<file path="src/pvc_pkg.sv">
// ----------------------------------------------------------------------------
// pvc_pkg
// Shared types, sizes and codes of the polygon vertex collector.
// ----------------------------------------------------------------------------
package pvc_pkg;

    localparam int MAX_VERTS  = 64;
    localparam int COORD_BITS = 26;
    localparam int IDX_BITS   = $clog2(MAX_VERTS);
    localparam int CNT_BITS   = 7;
    localparam int STEP_BITS  = 7;

    localparam logic [2:0] ST_ADDED   = 3'd0;
    localparam logic [2:0] ST_OOB     = 3'd1;
    localparam logic [2:0] ST_DUP     = 3'd2;
    localparam logic [2:0] ST_FULL    = 3'd3;
    localparam logic [2:0] ST_CLEARED = 3'd4;

    localparam logic [1:0] REG_LIMIT = 2'd0;
    localparam logic [1:0] REG_DUP   = 2'd1;
    localparam logic [1:0] REG_PLANE = 2'd2;

    localparam logic [24:0] LIMIT_RST = 25'd25600000;
    localparam logic [19:0] DUP_RST   = 20'd656;
    localparam logic [15:0] PLANE_RST = 16'd2;

    typedef logic signed [COORD_BITS-1:0] t_coord;

    typedef struct packed {
        t_coord x;
        t_coord y;
        t_coord z;
    } t_vtx;

    // Sign class of a cross product
    typedef enum logic [1:0] {
        SG_ZERO = 2'd0,
        SG_POS  = 2'd1,
        SG_NEG  = 2'd2
    } t_sign;

    // True when -lim <= c <= lim
    function automatic logic in_bounds(input t_coord c, input logic [24:0] lim);
        logic signed [COORD_BITS:0] w;
        logic signed [COORD_BITS:0] l;
        w = {c[COORD_BITS-1], c};
        l = $signed({{(COORD_BITS+1-25){1'b0}}, lim});
        return (w <= l) && (w >= -l);
    endfunction

endpackage

</file>
<file path="src/pvc_cell.sv">
// ----------------------------------------------------------------------------
// pvc_cell
// One vertex slot of the rotating store ring.
// ----------------------------------------------------------------------------
module pvc_cell (
    input  logic          i_clk,
    input  logic          i_shift,
    input  logic          i_load,
    input  pvc_pkg::t_vtx i_next,
    input  pvc_pkg::t_vtx i_load_vtx,
    output pvc_pkg::t_vtx o_vtx
);

    pvc_pkg::t_vtx r_vtx;

    // Load a new vertex, or take the neighbor's while rotating
    always_ff @(posedge i_clk) begin
        if (i_load) begin
            r_vtx <= i_load_vtx;
        end else if (i_shift) begin
            r_vtx <= i_next;
        end
    end

    assign o_vtx = r_vtx;

endmodule

</file>
<file path="config.mk">
export PLATFORM = sky130hd
export DESIGN_NAME = pvc_cell
export DESIGN_NICKNAME = d
export VERILOG_FILES = /design/src/pvc_pkg.sv /design/src/pvc_cell.sv
export SDC_FILE = /design/constraint.sdc
export NUM_CORES = 1
export LEC_CHECK = 0
export BUFFER_PORTS_ARGS = -buffer_cell sky130_fd_sc_hd__buf_4
export CAP_MARGIN = 20
export CORE_MARGIN = 5
export CORE_UTILIZATION = 35
export CTS_CLUSTER_SIZE = 40
export DETAILED_ROUTE_END_ITERATION = 7
export PLACE_DENSITY = 0.7
export SYNTH_ARGS = -nofsm -noshare
export SYNTH_HDL_FRONTEND = slang
export SYNTH_SLANG_ARGS = --single-unit
</file>
<file path="constraint.sdc">
create_clock -name i_clk -period 3.45 [get_ports i_clk]
set_input_delay 0.1725 -clock i_clk [delete_from_list [all_inputs] [get_ports i_clk]]
set_output_delay 0.1725 -clock i_clk [all_outputs]
set_load 0.01 [all_outputs]
</file>
Word level (Yosys, flattened, before mapping)
Cells that the tools add are included.

storage, ports and cells
  register bits = 78
  bits of input ports = 159

operators by class
  muxes and demuxes = 2
  reductions and logical operators = 1

operators with widths
  operator            number
  78-bit two-way mux  2
  2-bit nonzero test  1

Logic depth before layout (Yosys ltp)
  depth in word-level cells = 2
  mapped depth = 4
  gate-level depth less buffers = 1

Least setup slack after synthesis
OpenSTA, ideal clock, no wires.

  path kind = input to register
  start point = input port i_load
  end point = register r_vtx (netlist bit o_vtx[0]), enable pin
  setup time = 0.441 ns
  data arrival time = 2.308 ns
  required time = 3.009 ns
  slack = 0.701 ns
  stages on the path = 4
  path through = buf_6 -> buf_6 -> buf_6 -> or2_1

between the ends
  cells in the longest elaborated chain, start to end = 1

ends and longest elaborated chain
  item                                 RTL line        text
  start: declaration                   pvc_cell.sv:8   input logic i_load,
  2-bit nonzero test (no source line)  --
  end signal: assignment               pvc_cell.sv:19  r_vtx <= i_load_vtx;
  end signal: assignment               pvc_cell.sv:21  r_vtx <= i_next;
  end: declaration                     pvc_cell.sv:14  pvc_pkg::t_vtx r_vtx;

No other way between the ends.
A chain may end at the register's enable or synchronous reset.

Final worst setup path
  start point = input port i_load
  end point = register r_vtx (netlist bit o_vtx[63]), enable pin

The elaborated chain is that of the path after synthesis.

==> summary.md <==
| Metric | Value |
|---|---|
| Minimum clock period after layout | `1.53 ns` |
| Hold Fails Final Rpt | `0` |
| Post-CTS sizing | `0` |
| Commonest non-fill, non-tap cell in the layout | `buf_4` |
| Max Fanout on Critical Path | `78` |
| Post-Layout Cell Count | `538` |
| Seq cells post-synth | `78` |
| Final Routed Wirelength | `9060 um` |
| Final Max Tran Viols | `0` |
| Status | `finished, final reports clean` |
| Min-delay worst type | `in -> reg` |
| Starting Density | `36.0%` |
| Mapped cell area | `3320 um^2` |
| Placement Setup Slack | `1.55 ns` |
| Post-DR vias/cell | `4.41` |
| Worst slew margin | `27.9%` |
| Worst EP arrival | `1.48 ns` |
| Syn Nets | `325` |
| Core ar. | `9240 um^2` |
| Setup TNS | `0 ns` |
| Synth cell types | `6` |
| Area Overhead vs Synth | `62.7%` |
| DR vias | `2371` |
| Worst ir drop on vdd | `0.176 mV` |
| Syn. warnings | `0` |
| H-tree levels | `3` |
| RSZ-0062 raised after global routing | `no` |
| CTS Buf Count | `9` |
| Final GP Congestion | `0.700` |
| PortBufs | `236` |
| CP startpoint kind | `input port` |
| Final core utilization | `58.5%` |
| Die ar. | `11500 um^2` |
| Clk root buf | `clkbuf_8` |
| WP data required | `3.40 ns` |
| Number of flip-flops in the largest register | `78` |
| # rows | `35` |
| # diodes | `0` |
| Most frequent cells in the layout | `buf_4, edfxtp_1, mux2_2, mux2_4, clkbuf_8` |
| CTS tree | `built` |
| Cell area power density | `442 nW/um^2` |
| Cell count after placement | `523` |
| Layout cells sized above 1 | `80.4%` |
| Fin nets | `564` |
| Max-cap viol count | `0` |
| Post-route cell area | `5410 um^2` |
| Vias in the first global route | `2539` |
| Sink Count | `78` |
| Clock slew at reported path FFs | `0.08 ns` |
| Post-CTS Hold Fix Bufs | `0` |
| Slew @ Worst Pin | `1.08 ns` |
| Clock Tree Buf Depth | `2` |
| 1st-pass router iterations | `4` |
| GRT Total Usage | `15.1%` |
| Final worst-path setup slack | `1.92 ns` |
| Leak | `2.38 nW` |
| Placed Area | `5200 um^2` |
| CP peak stage delay | `0.92 ns` |
| Setup violation total in the final timing report | `0` |
| Grt ovf | `0` |
| Die Wd | `107 um` |
| Crit. End Element | `register` |
| CP Class | `in -> reg` |
| Antenna-violating nets left | `0` |
| First-pass GRT wire length | `13100 um` |
| Peak Freq | `0.654 GHz` |
| Number of antenna violations at the first check in global routing | `0` |
| Syn Area/Cell | `20.0 um^2` |
| Die height | `107 um` |
| DR iter-0 viols | `70` |
| Slowest CP cell | `or2_4` |
| Pin count of the biggest net entering global routing | `79` |
| Post-CTS Setup Bufs | `0` |
| CP top delay family | `simple AND/OR/NAND/NOR gates` |
| Drt wl/cell | `16.8 um` |
| Register area share after synthesis | `70.5%` |
| Period utilization | `44.3%` |
| Buffers & Inverters on Critical Path | `1` |
| CP cell instances | `buf_4, or2_4` |
| Post-synthesis cell count | `166` |
| Drt drc | `0` |
| IO Pins | `237` |
## where the power goes
part / switching (mW) / internal, mW
registers: 0.0287 / 1.16
logic: 0.178 / 0.300
clock network: 0.315 / 0.403
total: 0.522 / 1.87
## layout make-up
class / count / area, um^2
Timing Repair Buffer: 237 / 1780
Clock buffer: 11 / 131
Fill cell: 732 / 3830
Multi-Input combinational cell: 79 / 921
Clock inverter: 4 / 72.6
Tap cell: 129 / 161
Sequential cell: 78 / 2340
## final timing paths
kind | depth (start not counted) | endpoint | start
worst max-delay path | 2 | o_vtx[63] | i_load
worst min-delay path | 2 | o_vtx[33] | i_next[33]
## synth_stat cells (all sizes together)
| library cell | n | area [um^2] |
|---|---|---|
| mux2 | 78 | 912 |
| edfxtp | 78 | 2340 |
| buf | 9 | 63.8 |
| or2 | 1 | 6.26 |
## metrics by stage
step	hold WS [ns]	power, mW
2_1_floorplan	0.390	1.38
3_3_place_gp	0.475	1.69
3_5_place_dp	0.476	1.70
4_1_cts	0.0997	2.43
5_1_grt	0.104	2.49
6_report	0.127	2.39
## cells by family (layout without fill, tap and decap cells)
| logic type | count (synthesis) | in the layout | synth area share, % |
|---|---|---|---|
| multiplexers | 78 | 78 | 27.4 |
| buffers and inverters | 9 | 252 | 1.92 |
| flip-flops | 78 | 78 | 70.5 |
| AND/OR/NAND/NOR | 1 | 1 | 0.188 |
## metal layers
| layer | GRT usage, % | vias up | routed length (um) |
|---|---|---|---|
| met5 | 0 | - | 0 |
| met1 | 14.6 | 1093 | 2920 |
| li1 | - | 1129 | - |
| met3 | 6.18 | 14 | 1010 |
| met2 | 27.8 | 135 | 4960 |
| met4 | 6.76 | 0 | 174 |
Power figures use the tool's default switching activity.
