`config.mk`:
```
export PLATFORM = sky130hd
export DESIGN_NAME = pvc_dup_unit
export DESIGN_NICKNAME = d
export VERILOG_FILES = /design/src/pvc_pkg.sv /design/src/pvc_dup_unit.sv
export SDC_FILE = /design/constraint.sdc
export NUM_CORES = 2
export LEC_CHECK = 0
export CORE_AREA = 2 2 356 358
export CTS_CLUSTER_SIZE = 10
export DETAILED_ROUTE_END_ITERATION = 10
export DIE_AREA = 0 0 358 360
export DONT_BUFFER_PORTS = 1
export HOLD_SLACK_MARGIN = 0.03
export PLACE_DENSITY = 0.84
export REMOVE_ABC_BUFFERS = 1
export SLEW_MARGIN = 20
export SYNTH_ARGS = -nofsm -noshare
export SYNTH_HDL_FRONTEND = slang
export SYNTH_SLANG_ARGS = --single-unit
```
`constraint.sdc`:
```
create_clock -name i_clk -period 15.5 [get_ports i_clk]
set_input_delay 3.1 -clock i_clk [delete_from_list [all_inputs] [get_ports i_clk]]
set_output_delay 3.1 -clock i_clk [all_outputs]
set_load 0.03 [all_outputs]
```
`src/pvc_pkg.sv`:
```
// ----------------------------------------------------------------------------
// pvc_pkg
// Shared types, sizes and codes of the polygon vertex collector.
// ----------------------------------------------------------------------------
package pvc_pkg;

    localparam int MAX_VERTS  = 64;
    localparam int COORD_BITS = 26;
    localparam int IDX_BITS   = $clog2(MAX_VERTS);
    localparam int CNT_BITS   = 7;
    localparam int STEP_BITS  = 7;

    localparam logic [2:0] ST_ADDED   = 3'd0;
    localparam logic [2:0] ST_OOB     = 3'd1;
    localparam logic [2:0] ST_DUP     = 3'd2;
    localparam logic [2:0] ST_FULL    = 3'd3;
    localparam logic [2:0] ST_CLEARED = 3'd4;

    localparam logic [1:0] REG_LIMIT = 2'd0;
    localparam logic [1:0] REG_DUP   = 2'd1;
    localparam logic [1:0] REG_PLANE = 2'd2;

    localparam logic [24:0] LIMIT_RST = 25'd25600000;
    localparam logic [19:0] DUP_RST   = 20'd656;
    localparam logic [15:0] PLANE_RST = 16'd2;

    typedef logic signed [COORD_BITS-1:0] t_coord;

    typedef struct packed {
        t_coord x;
        t_coord y;
        t_coord z;
    } t_vtx;

    // Sign class of a cross product
    typedef enum logic [1:0] {
        SG_ZERO = 2'd0,
        SG_POS  = 2'd1,
        SG_NEG  = 2'd2
    } t_sign;

    // True when -lim <= c <= lim
    function automatic logic in_bounds(input t_coord c, input logic [24:0] lim);
        logic signed [COORD_BITS:0] w;
        logic signed [COORD_BITS:0] l;
        w = {c[COORD_BITS-1], c};
        l = $signed({{(COORD_BITS+1-25){1'b0}}, lim});
        return (w <= l) && (w >= -l);
    endfunction

endpackage

```
`src/pvc_dup_unit.sv`:
```
// ----------------------------------------------------------------------------
// pvc_dup_unit
// Three-stage squared-distance check of stored vertices against a new one.
// ----------------------------------------------------------------------------
module pvc_dup_unit (
    input  logic          i_clk,
    input  logic          i_rst_n,
    input  logic          i_start,
    input  logic          i_feed,
    input  pvc_pkg::t_vtx i_vtx,
    input  pvc_pkg::t_vtx i_ref,
    input  logic [19:0]   i_dup_dist_sq,
    output logic          o_dup
);

    localparam int CB = pvc_pkg::COORD_BITS;

    logic            r_d_v, r_m_v, r_dup;
    logic [CB-1:0]   r_dx, r_dy, r_dz;
    logic [2*CB-1:0] r_sx, r_sy, r_sz;

    function automatic logic [CB-1:0] absdiff(input pvc_pkg::t_coord a,
                                              input pvc_pkg::t_coord b);
        logic signed [CB:0] d;
        d = {a[CB-1], a} - {b[CB-1], b};
        return d[CB] ? CB'(-d) : d[CB-1:0];
    endfunction

    // Pipeline valids and the sticky duplicate flag
    always_ff @(posedge i_clk) begin
        if (!i_rst_n) begin
            r_d_v <= 1'b0;
            r_m_v <= 1'b0;
            r_dup <= 1'b0;
        end else begin
            r_d_v <= i_feed;
            r_m_v <= r_d_v;
            if (i_start) begin
                r_dup <= 1'b0;
            end else if (r_m_v &&
                         ((CB*2+2)'(r_sx) + (CB*2+2)'(r_sy) + (CB*2+2)'(r_sz)
                          < (CB*2+2)'(i_dup_dist_sq))) begin
                r_dup <= 1'b1;
            end
        end
    end

    // Differences, then squares
    always_ff @(posedge i_clk) begin
        r_dx <= absdiff(i_vtx.x, i_ref.x);
        r_dy <= absdiff(i_vtx.y, i_ref.y);
        r_dz <= absdiff(i_vtx.z, i_ref.z);
        r_sx <= r_dx * r_dx;
        r_sy <= r_dy * r_dy;
        r_sz <= r_dz * r_dz;
    end

    assign o_dup = r_dup;

endmodule

```
# After elaboration in Yosys (flattened, before gate mapping)
# Cells that the tools add are included.
# totals
regBits,237
input_bits,180
output_inout_bits,1
wordCells,27
# op_classes
addsub,8
multipliers,3
magnitude_cmp,1
mux,3
bitwise,1
n_reduce_logical,2
# op_table
op,n
multiplier 26 x 26 -> 52 bit,3
subtractor 26 x 26 -> 27 bit,3
two-way mux 26 bit,3
negation 26 bit,3
adder 53 x 52 -> 54 bit,1
< comparator 54 x 20 -> 1 bit,1
adder 52 x 52 -> 53 bit,1
OR reduction 2 bit,1
logical AND 1 bit,1
inverter 1 bit,1

# Depth between registers and ports, before layout
# logic_depth
depth_word,4
depth_mapped,30
mapped_depth_nobuf,28

# Least setup slack after synthesis
# No wires, ideal clock.
# synth_timing
path_kind,reg2reg
from,reg r_dx[3]
to,reg r_sx[51]
setup_time_ps,120
arrival_ps,7084
required_time_ps,15380
slack_ps,8296
path_stages_with_launch,27
n_path_buf,3
period_less_slack_ps,7204
cell_sequence,dfxtp_1 > clkbuf_1 > clkbuf_1 > nand2_1 > fa_1 > inv_1 > fa_1 > inv_1 > fa_1 > fa_1 > inv_1 > fa_1 > fa_1 > inv_1 > fa_1 > inv_1 > ha_1 > clkbuf_1 > a21oi_1 > a21oi_1 > a2111oi_0 > nand4b_1 > a311o_1 > a221oi_1 > o21ai_0 > a21oi_1 > xnor2_1
# synth_between
elab_chain_cells,1
# synth_rtl
element,line,source
start: declaration,pvc_dup_unit.sv:19,"logic [CB-1:0] r_dx, r_dy, r_dz;"
start signal: assignment,pvc_dup_unit.sv:50,"r_dx <= absdiff(i_vtx.x, i_ref.x);"
multiplier 26 x 26 -> 52 bit,pvc_dup_unit.sv:53,r_sx <= r_dx * r_dx;
end signal: assignment,pvc_dup_unit.sv:53,
end: declaration,pvc_dup_unit.sv:20,"logic [2*CB-1:0] r_sx, r_sy, r_sz;"
# Every way passes these cells.
# A chain may end at the register's enable or synchronous reset.

# Worst setup path in the final report
# Same ends and word-level chain as after synthesis.

==> flow_summary.toml <==
[critical_path]
cp-start-kind = "flop"
crit_family = "adder cells"
cp.depth = 26
r2r_setup_slack_ns = 7.28
crit_slowest_cell = "a2111oi_1"
r2r-end = "r_sx[51]$_DFF_P_"
critPathBufInv = 6
max_stage_delay_ns = 0.85
cp.arrival_ns = 8.70
end_kind = "flop"
cpMostUsedCell = "fa_1"
r2r-start = "r_dx[3]$_DFF_P_"
required_ns = 15.98
rr_worst_depth = 26
path_max_fanout = 15
path_class = "reg -> reg"

[sta]
post-route-period-util = 0.530
max_slew_margin = 0.213
setup_viol = 0
fin_skew_ns = 0.0277
rsz0062_at_grt = "false"
tightest_slew_ns = 1.18
fin_crit_ns = 8.22
report.final.slew_viol_count = 0
tns_ns = 0
hold_viol = 0
fmax_mhz = 122

[placement]
globalplace.congestion = 0.965
place_area_mm2 = 0.0750
port_buffers = 0
hpwl_mm = 148

[clock_network]
ctsHtreeMaxLevel = 2
cts_tree = "done"
hold_buffers = 0
cts_setup_buffers = 0
cts_resized = 0
clockBufferDepth = 3
clock-sinks = 234
cts_made_buffers = 35
cts_root_buf = "clkbuf_16"
clk_pin_slew_ns = 0.07
insertion_delay_ns = 0.59

[finish]
design_area_mm2 = 0.0760
final-seq-area_mm2 = 0.00469
drive_gt1_frac = 0.0232
layout.nets = 10500
multi_input_area_mm2 = 0.0591
n_antenna_cell = 0
fill_cells = 10200
synthToLayoutAreaGrowth_pct = 3.88

[synth]
synthTopCellsByArea = "fa_1, ha_1, inv_1"
yosys.area.top_type = "fa_1"
yosysMostFrequentCell = "inv_1"
synth-edff-count = 0
synth_warnings = 0
yosysUniqueCellTypes = 90
synthTopCellsByCount = "inv_1, fa_1, ha_1"
avgSynthCellArea_um2 = 9.01
syn-cell-area_mm2 = 0.0732
synth_seq_area_share = 0.0640
synthCells = 8127
synthArstFlopShare = 0
synth_top_area_frac = 0.436
synth-main-ff-cell = "dfxtp_1"
yosys_register_bits = 234

[floorplan]
boundaryPins = 181
num_rows = 130
die_y_um = 360
die_x_um = 358
dieArea_mm2 = 0.129
start_util = 0.586
core_area_mm2 = 0.125

[grt]
grt_pass1_vias = 60300
overflow = 0
antenna_found_initial = 8
grt_start_max_net_pins = 29
grt_use_total = 0.290
grt_first_pass_wirelength_mm = 299

[detailed_routing]
avgRoutedWirePerCell_um = 18.5
vias = 54000
drt.antenna.violating_nets = 0
wl_mm = 180
drt_first_pass_iters = 6
drc = 0
viasPerCell = 5.58
drt_iter0_drc = 3777

[hold_path]
hold_path_class = "reg -> reg"
whs_path_depth = 1
hp-start = "r_d_v$_SDFF_PN0_"
hold_end = "r_m_v$_SDFF_PN0_"

[run]
maxCapViolations = 0

[status]
status = "finished clean"
==> sequential cells by signal (all words and copies together), names as in the netlist <==
name and cells:
r_sz 51, r_m_v 1, r_dy 26, r_dz 26, r_sx 51, o_dup 1, r_dx 26, r_d_v 1
r_sy 51
==> cells by family (layout without fill, tap and decap cells) <==
kind of cell | Yosys count | count (layout) | share of synthesized area
buffers and inverters | 2508 | 2413 | 0.129
adders and majority gates | 2331 | 2331 | 0.562
and+or+nand+nor | 1777 | 1777 | 0.120
AOI/OAI and AO/OA | 931 | 931 | 0.0837
xor gates and xnor gates | 320 | 320 | 0.0383
DFF | 234 | 234 | 0.0640
muxes | 24 | 24 | 0.00344
other | 2 | 3 | 0.000103
==> worst max path at each step <==
stage	from	to	slack, ns
floorplan	r_dx[4]$_DFF_P_	r_sx[51]$_DFF_P_	8.33
global placement	r_dx[2]$_DFF_P_	r_sx[51]$_DFF_P_	6.87
detailed placement	r_dx[2]$_DFF_P_	r_sx[51]$_DFF_P_	7.06
CTS	r_dx[2]$_DFF_P_	r_sx[51]$_DFF_P_	7.06
global route	r_dy[20]$_DFF_P_	r_sy[44]$_DFF_P_	6.98
finish	r_dx[3]$_DFF_P_	r_sx[51]$_DFF_P_	7.28
==> routing by layer <==
layer  wire length [µm]  GRT usage  vias up
met5                 13          0        -
met4               8890      0.126        2
met3              12600     0.0381      571
met2              89700      0.503     2147
met1              68200      0.362    27100
li1                   -          -    24300
==> through the flow <==
step           std cells  hold WS, ns  setup WS, ns  utilization
3_3_place_gp        9627        0.603          6.87        0.600
4_1_cts             9683        0.625          7.06        0.609
3_5_place_dp        9627        0.617          7.06        0.600
6_report            9683        0.623          7.28        0.609
2_1_floorplan       7901        0.412          8.33            -
5_1_grt             9683        0.620          6.98        0.609
==> area by class of cell <==
cell class | count | share of cell area
clock inverter | 14 | 0.00174
multi-input combinational | 5386 | 0.777
timing repair buffer | 76 | 0.00750
sequential | 234 | 0.0617
tap | 1650 | 0.0272
clock buffer | 42 | 0.0121
inverter | 2281 | 0.113
==> cell usage in the layout (no fill, tap or decap), types with 35 or more instances in the layout <==
cell type	count
ha_1	737
a31oi_1	41
and2_1	435
o21bai_1	46
o21a_1	57
o21ai_0	161
dfxtp_1	231
a21o_1	125
buf_4	76
xnor2_1	215
nor3_1	60
nor2b_1	47
nand4_1	39
inv_1	2281
xor2_1	105
a21oi_1	262
nand3_1	54
clkbuf_16	35
fa_1	1594
nand2_1	715
nor2_1	235
Power is left out: the tool's default activity adds up to more than one toggle a clock period on the data nets, which glitch-free logic cannot reach.
