File: config.mk
export PLATFORM = sky130hd
export DESIGN_NAME = pvc_cvx_unit
export DESIGN_NICKNAME = d
export VERILOG_FILES = /design/src/pvc_pkg.sv /design/src/pvc_cvx_unit.sv
export SDC_FILE = /design/constraint.sdc
export NUM_CORES = 2
export LEC_CHECK = 0
export BUFFER_PORTS_ARGS = -buffer_cell sky130_fd_sc_hd__clkbuf_2
export CORE_UTILIZATION = 37
export DETAILED_ROUTE_END_ITERATION = 10
export PLACE_DENSITY_LB_ADDON = 0.3
export SLEW_MARGIN = 20
export SYNTH_ARGS = -nofsm -noshare
export SYNTH_HDL_FRONTEND = slang
export SYNTH_SLANG_ARGS = --single-unit
File: constraint.sdc
create_clock -name i_clk -period 9.9 [get_ports i_clk]
set_clock_uncertainty 0.05 [all_clocks]
set_input_delay 0.495 -clock i_clk [delete_from_list [all_inputs] [get_ports i_clk]]
set_output_delay 0.495 -clock i_clk [all_outputs]
set_load 0.02 [all_outputs]
File: src/pvc_pkg.sv
// ----------------------------------------------------------------------------
// pvc_pkg
// Shared types, sizes and codes of the polygon vertex collector.
// ----------------------------------------------------------------------------
package pvc_pkg;

    localparam int MAX_VERTS  = 64;
    localparam int COORD_BITS = 26;
    localparam int IDX_BITS   = $clog2(MAX_VERTS);
    localparam int CNT_BITS   = 7;
    localparam int STEP_BITS  = 7;

    localparam logic [2:0] ST_ADDED   = 3'd0;
    localparam logic [2:0] ST_OOB     = 3'd1;
    localparam logic [2:0] ST_DUP     = 3'd2;
    localparam logic [2:0] ST_FULL    = 3'd3;
    localparam logic [2:0] ST_CLEARED = 3'd4;

    localparam logic [1:0] REG_LIMIT = 2'd0;
    localparam logic [1:0] REG_DUP   = 2'd1;
    localparam logic [1:0] REG_PLANE = 2'd2;

    localparam logic [24:0] LIMIT_RST = 25'd25600000;
    localparam logic [19:0] DUP_RST   = 20'd656;
    localparam logic [15:0] PLANE_RST = 16'd2;

    typedef logic signed [COORD_BITS-1:0] t_coord;

    typedef struct packed {
        t_coord x;
        t_coord y;
        t_coord z;
    } t_vtx;

    // Sign class of a cross product
    typedef enum logic [1:0] {
        SG_ZERO = 2'd0,
        SG_POS  = 2'd1,
        SG_NEG  = 2'd2
    } t_sign;

    // True when -lim <= c <= lim
    function automatic logic in_bounds(input t_coord c, input logic [24:0] lim);
        logic signed [COORD_BITS:0] w;
        logic signed [COORD_BITS:0] l;
        w = {c[COORD_BITS-1], c};
        l = $signed({{(COORD_BITS+1-25){1'b0}}, lim});
        return (w <= l) && (w >= -l);
    endfunction

endpackage

File: src/pvc_cvx_unit.sv
// ----------------------------------------------------------------------------
// pvc_cvx_unit
// Plane and wrap-around cross product sign check over a vertex stream.
// ----------------------------------------------------------------------------
module pvc_cvx_unit (
    input  logic          i_clk,
    input  logic          i_rst_n,
    input  logic          i_start,
    input  logic          i_feed,
    input  pvc_pkg::t_vtx i_vtx,
    input  logic [15:0]   i_plane_tol,
    output logic          o_bad
);

    localparam int CB = pvc_pkg::COORD_BITS;

    logic [1:0]                 r_fed;
    logic                       r_d_v, r_m_v, r_bad;
    pvc_pkg::t_sign             r_last;
    pvc_pkg::t_sign             n_sign;
    pvc_pkg::t_coord            r_z0, r_w1x, r_w1y, r_w2x, r_w2y;
    logic signed [CB:0]         r_v1x, r_v1y, r_v2x, r_v2y, zd;
    logic signed [2*CB+1:0]     r_p1, r_p2;
    logic [CB:0]                zabs;

    always_comb begin
        zd   = {i_vtx.z[CB-1], i_vtx.z} - {r_z0[CB-1], r_z0};
        zabs = zd[CB] ? -zd : zd;
        if (r_p1 > r_p2) begin
            n_sign = pvc_pkg::SG_POS;
        end else if (r_p1 < r_p2) begin
            n_sign = pvc_pkg::SG_NEG;
        end else begin
            n_sign = pvc_pkg::SG_ZERO;
        end
    end

    // Control: fill count, stage valids, sign history, fail flag
    always_ff @(posedge i_clk) begin
        if (!i_rst_n) begin
            r_fed  <= 2'd0;
            r_d_v  <= 1'b0;
            r_m_v  <= 1'b0;
            r_bad  <= 1'b0;
            r_last <= pvc_pkg::SG_ZERO;
        end else if (i_start) begin
            r_fed  <= 2'd0;
            r_d_v  <= 1'b0;
            r_m_v  <= 1'b0;
            r_bad  <= 1'b0;
            r_last <= pvc_pkg::SG_ZERO;
        end else begin
            r_d_v <= i_feed && (r_fed == 2'd2);
            r_m_v <= r_d_v;
            if (i_feed) begin
                if (r_fed != 2'd2) begin
                    r_fed <= r_fed + 2'd1;
                end
                if (r_fed != 2'd0 && zabs > (CB+1)'(i_plane_tol)) begin
                    r_bad <= 1'b1;
                end
            end
            if (r_m_v) begin
                r_last <= n_sign;
                if ((r_last == pvc_pkg::SG_POS && n_sign == pvc_pkg::SG_NEG) ||
                    (r_last == pvc_pkg::SG_NEG && n_sign == pvc_pkg::SG_POS)) begin
                    r_bad <= 1'b1;
                end
            end
        end
    end

    // Window of the two previous points, edge vectors, products
    always_ff @(posedge i_clk) begin
        if (i_feed) begin
            if (r_fed == 2'd0) begin
                r_z0 <= i_vtx.z;
            end
            r_w2x <= r_w1x;
            r_w2y <= r_w1y;
            r_w1x <= i_vtx.x;
            r_w1y <= i_vtx.y;
        end
        r_v1x <= {r_w1x[CB-1], r_w1x} - {r_w2x[CB-1], r_w2x};
        r_v1y <= {r_w1y[CB-1], r_w1y} - {r_w2y[CB-1], r_w2y};
        r_v2x <= {i_vtx.x[CB-1], i_vtx.x} - {r_w1x[CB-1], r_w1x};
        r_v2y <= {i_vtx.y[CB-1], i_vtx.y} - {r_w1y[CB-1], r_w1y};
        r_p1  <= r_v1x * r_v2y;
        r_p2  <= r_v1y * r_v2x;
    end

    assign o_bad = r_bad;

endmodule

Word level (Yosys, flattened, before mapping)
Index checks and enable logic that the tools add are counted.
{"block": "totals", "register_bits": 353, "latchBits": 0, "mem_bits_rw": 0, "word_cells": 52, "rom_bits": 0, "input_bits": 98, "mem_count": 0}
{"block": "classes", "eq_ne": 6, "order_cmp": 3, "mux": 7, "div": 0, "add_sub_neg": 7, "shifts": 0, "n_reduce_logical": 10, "bitwise_logic": 1, "n_mul": 2}
{"operator": "$sub 26x26->27", "count": 5}
{"operator": "$mul 27x27->54", "count": 2}
{"operator": "$gt 54x54->1", "count": 1}
{"operator": "$lt 54x54->1", "count": 1}
{"operator": "$gt 27x16->1", "count": 1}
{"operator": "$mux 27", "count": 1}
{"operator": "$neg 27->27", "count": 1}
{"operator": "$eq 2x2->1 const B", "count": 3}
{"operator": "$eq 2x1->1 const B", "count": 2}
{"operator": "$logic_and 1x1->1", "count": 4}
{"operator": "$mux 1", "count": 4}
{"operator": "$mux 2", "count": 2}
{"operator": "$reduce_and 2->1", "count": 2}
{"operator": "$add 2x1->2 const B", "count": 1}
{"operator": "$logic_not 2->1", "count": 1}
{"operator": "$ne 2x2->1 const B", "count": 1}
{"operator": "$reduce_bool 2->1", "count": 1}
{"operator": "$reduce_or 2->1", "count": 1}
{"operator": "$logic_or 1x1->1", "count": 1}
{"operator": "$not 1->1", "count": 1}

Longest topological paths before layout
{"block": "logic_depth", "depth_word": 9, "ltp_mapped": 31, "mapped_depth_nobuf": 28}

Worst setup path before layout
OpenSTA, ideal clock, no wires.
{"block": "synth_timing", "path_type": "reg2reg", "start": "reg r_v1y[26]", "end": "reg r_p2[53]", "n_path_buf": 2, "stages_incl_launch_ff": 26, "slack_ns": 2.614, "synth_period_minus_slack_ns": 7.286, "arrival_ns": 7.140, "required_ns": 9.754, "cell_sequence": "dfxtp_1 -> clkbuf_1 -> clkbuf_1 -> nand2_1 -> inv_1 -> fa_1 -> fa_1 -> fa_1 -> ha_1 -> inv_1 -> fa_1 -> inv_1 -> fa_1 -> inv_1 -> fa_1 -> inv_1 -> ha_1 -> a2111oi_0 -> a21o_1 -> a31oi_1 -> a41oi_1 -> a21oi_1 -> nand3_1 -> a31oi_1 -> mux2i_1 -> nor4b_1"}
{"block": "synth_via", "elab_chain_cells": 1}
{"item": "from (decl)", "line_no": "pvc_cvx_unit.sv:22", "source": "logic signed [CB:0] r_v1x, r_v1y, r_v2x, r_v2y, zd;"}
{"item": "from (signal assigned)", "line_no": "pvc_cvx_unit.sv:85", "source": "r_v1y <= {r_w1y[CB-1], r_w1y} - {r_w2y[CB-1], r_w2y};"}
{"item": "$mul 27x27->54", "line_no": "pvc_cvx_unit.sv:89", "source": "r_p2 <= r_v1y * r_v2x;"}
{"item": "to (signal assigned)", "line_no": "pvc_cvx_unit.sv:89"}
{"item": "to (decl)", "line_no": "pvc_cvx_unit.sv:23", "source": "logic signed [2*CB+1:0] r_p1, r_p2;"}
Every way passes these cells.
A chain may end at the register's enable or synchronous reset.

Worst setup path in the final report
{"block": "layout_timing", "start": "reg r_v2x[6]", "end": "reg r_p2[53]"}
{"block": "layout_via", "elab_chain_cells": 1}
{"item": "from (decl)", "line_no": "pvc_cvx_unit.sv:22"}
{"item": "from (signal assigned)", "line_no": "pvc_cvx_unit.sv:86", "source": "r_v2x <= {i_vtx.x[CB-1], i_vtx.x} - {r_w1x[CB-1], r_w1x};"}
{"item": "$mul 27x27->54", "line_no": "pvc_cvx_unit.sv:89"}
Every way passes these cells.

==> reports/metrics.yaml <==
ctsHoldBuffers: 0
setup_violations: 0
avgSynthCellArea_um2: 9.316
fill_cells: 18799
clk_pin_slew_worst_paths_ns: 0.07
fmax_mhz: 110.0
via_per_inst: 4.908
die_x_um: 437.3
synthCells: 7525
dieArea_um2: 191200
crit_slowest_cell: "dfxtp_1"
area_growth_pct: 6.463
violations: "DRC"
yosys_warnings: 0
grt_max_degree: 69
cts_resized: 0
clock_latency_ns: 0.59
crit_required_ns: 10.33
rsz0062_at_grt: "no"
yosysSeqAreaShare: 0.1194
top_layer: "met5"
criticalPathCategory: "reg2reg"
cpPeakStageDelay_ns: 1.04
cts_buffers: 41
relSlewSlack: 0.2412
ant_nets: 0
num_vias: 49024
min_period_ns: 9.089
finalSetupTns_ns: 0
grt_util_all_layers: 0.1985
routedWlPerCell_um: 18.41
wl_met2_um: 93360
drive_above_1_share: 0.04393
ys_types: 99
status: "finished with violations"
synth_fp_nets: 9669
wl_met1_um: 72650
hold_viol_final: 0
finalCritPeriodShare: 0.9181
synthArstFlopShare: 0
cp_top_family: "adder cells"
fin_nets: 9601
endpoint_kind: "flip-flop"
crit_arrival_ns: 9.52
worstMarginPinSlew_ns: 1.137
post-route-util: 0.3970
cts_tree: "built"
syn_area_um2: 70100
row_count: 159
core_area_um2: 188000
routed_wl_um: 183900
die_y_um: 437.3
cp_common_cell: "fa_1"
synth_seq_cells: 353
crit_fanout: 27
start_util: 0.3729
io_buffers: 98
io_pins: 99
cp_num_buf_inv: 5
grt-ovfl-total: 0
dpl.hpwl_um: 152100
crit_path_start_kind: "flip-flop"
wl_met3_um: 8530
drcViolationCount: 2
cts_sinks: 353
drtIter0Drc: 2542
cts_max_path_buffers: 3
min_path_type: "in2reg"
htree_levels: 2
cts-root-buf: "clkbuf_16"
gp_congestion: 0.8932
post_cts_buffers: 0
grt_pass1_wl_um: 296600
slew_violations: 0
grt_pass1_vias: 53656
regToRegSetupSlack_ns: 0.81
max_cap_viol_count: 0
synth_ff_type: "dfxtp_1"
synth-edff-count: 130
antenna_found_initial: 18
dr.pass1.iters: 8
metrics by stage:
stage	instance area (um2)	setup WS (ns)	hold slack (ns)	instances
after floorplan	70100	2.614	0.3436	7525
after global placement	73240	1.145	0.3665	9909
after detailed placement	73240	1.067	0.3635	9909
after CTS	74620	1.005	0.02302	9985
after global routing	74630	0.4681	0.03525	9986
final	74630	0.8106	0.05462	9988
kinds of logic after synthesis:
kind of cell	count (synthesis)	synth area share
buf+inv	2211	0.1192
flops	353	0.1194
xor+xnor	228	0.02849
compound gates	672	0.06254
mux	2	0.0004640
fa+ha+maj	2046	0.5287
simple gates	2013	0.1412
cells in the mapped netlist, drive strengths merged, types with 9 or more instances:
| master | n | area share |
|---|---|---|
| inv | 1914 | 0.10 |
| fa | 1527 | 0.44 |
| nand2 | 907 | 0.049 |
| and2 | 623 | 0.056 |
| ha | 519 | 0.093 |
| clkbuf | 283 | 0.015 |
| dfxtp | 223 | 0.064 |
| nor2 | 187 | 0.010 |
| a21oi | 180 | 0.013 |
| xnor2 | 172 | 0.021 |
| o21ai | 142 | 0.010 |
| edfxtp | 130 | 0.056 |
| a21o | 110 | 0.012 |
| xor2 | 56 | 0.0070 |
| nand2b | 49 | 0.0044 |
| nand3 | 46 | 0.0033 |
| nor2b | 40 | 0.0036 |
| nor3 | 36 | 0.0027 |
| o21a | 35 | 0.0037 |
| nand4 | 28 | 0.0027 |
| a211oi | 27 | 0.0030 |
| a31oi | 23 | 0.0021 |
| and3 | 21 | 0.0019 |
| o21bai | 21 | 0.0022 |
| or3 | 18 | 0.0016 |
| o211ai | 17 | 0.0018 |
| a21boi | 14 | 0.0015 |
| buf | 12 | 0.0012 |
| or2 | 11 | 0.00098 |
| a31o | 9 | 0.0011 |
| nor4 | 9 | 0.0011 |
| o31ai | 9 | 0.00096 |
state kept, by name, summed over array words and instances, names as in the netlist:
name / flops
r_v1x: 27
r_fed: 2
r_z0: 26
r_d_v: 1
r_v1y: 27
r_w1y: 26
r_m_v: 1
o_bad: 1
r_last: 2
r_w1x: 26
r_v2y: 27
r_w2x: 26
r_v2x: 27
r_p1: 54
r_p2: 54
r_w2y: 26
layout make-up:
class	count	area (um2)	area share
antenna	3	7.507	0.0001006
tap	2495	3122	0.04183
clock inverter	21	181.4	0.002431
timing repair buffer	186	1157	0.01551
multi-input combinational	4961	53380	0.7152
sequential	353	8402	0.1126
inverter	1914	7184	0.09626
clock buffer	55	1204	0.01613
worst paths after layout:
| path | start | to | depth (start not counted) |
|---|---|---|---|
| max | r_v2x[6] | r_p2[53] | 26 |
| min | i_vtx[58] | r_w1x[6] | 1 |
| min reg2reg | r_d_v | r_m_v | 2 |
| max reg2reg | r_v2x[6] | r_p2[53] | 26 |
worst register-to-register path, delay by kind of cell, from the launching register on:
kind                     cells  cell delay (ns)
buffers and inverters        5             0.26
AO/OA/AOI/OAI                8             2.54
flip-flops                   1             1.04
AND/OR/NAND/NOR              4             1.08
adder cells (fa/ha/maj)      8             3.87
multiplexers                 1             0.14
layout by cell type (no fill, tap or decap), types with 14 or more instances in the layout:
master / Yosys / layout
nor3_1: 34 / 34
o21a_1: 35 / 35
a21oi_1: 180 / 180
nor2_1: 187 / 187
a21o_1: 107 / 107
o21bai_1: 21 / 21
a31oi_1: 23 / 23
or3_1: 16 / 16
clkbuf_2: 0 / 97
xnor2_1: 172 / 172
o21ai_0: 136 / 136
o211ai_1: 17 / 17
and3_1: 21 / 21
ha_1: 519 / 519
dfxtp_2: 0 / 27
xor2_1: 56 / 56
edfxtp_1: 130 / 130
fa_1: 1527 / 1527
dfxtp_1: 223 / 196
buf_4: 3 / 88
nand3_1: 46 / 46
nand2_1: 907 / 907
clkbuf_16: 0 / 45
nand4_1: 27 / 27
a21boi_0: 14 / 14
nand2b_1: 49 / 49
nor2b_1: 40 / 40
inv_1: 1914 / 1913
a211oi_1: 26 / 26
and2_1: 619 / 619
routing by layer:
layer	track usage	vias to the layer above
met5	0	-
li1	-	22183
met4	0.08189	10
met1	0.2389	25351
met2	0.3564	1175
met3	0.02433	305
Power is not shown: default switching activity piles up to over one toggle a cycle in this logic, so the estimate is an artifact.
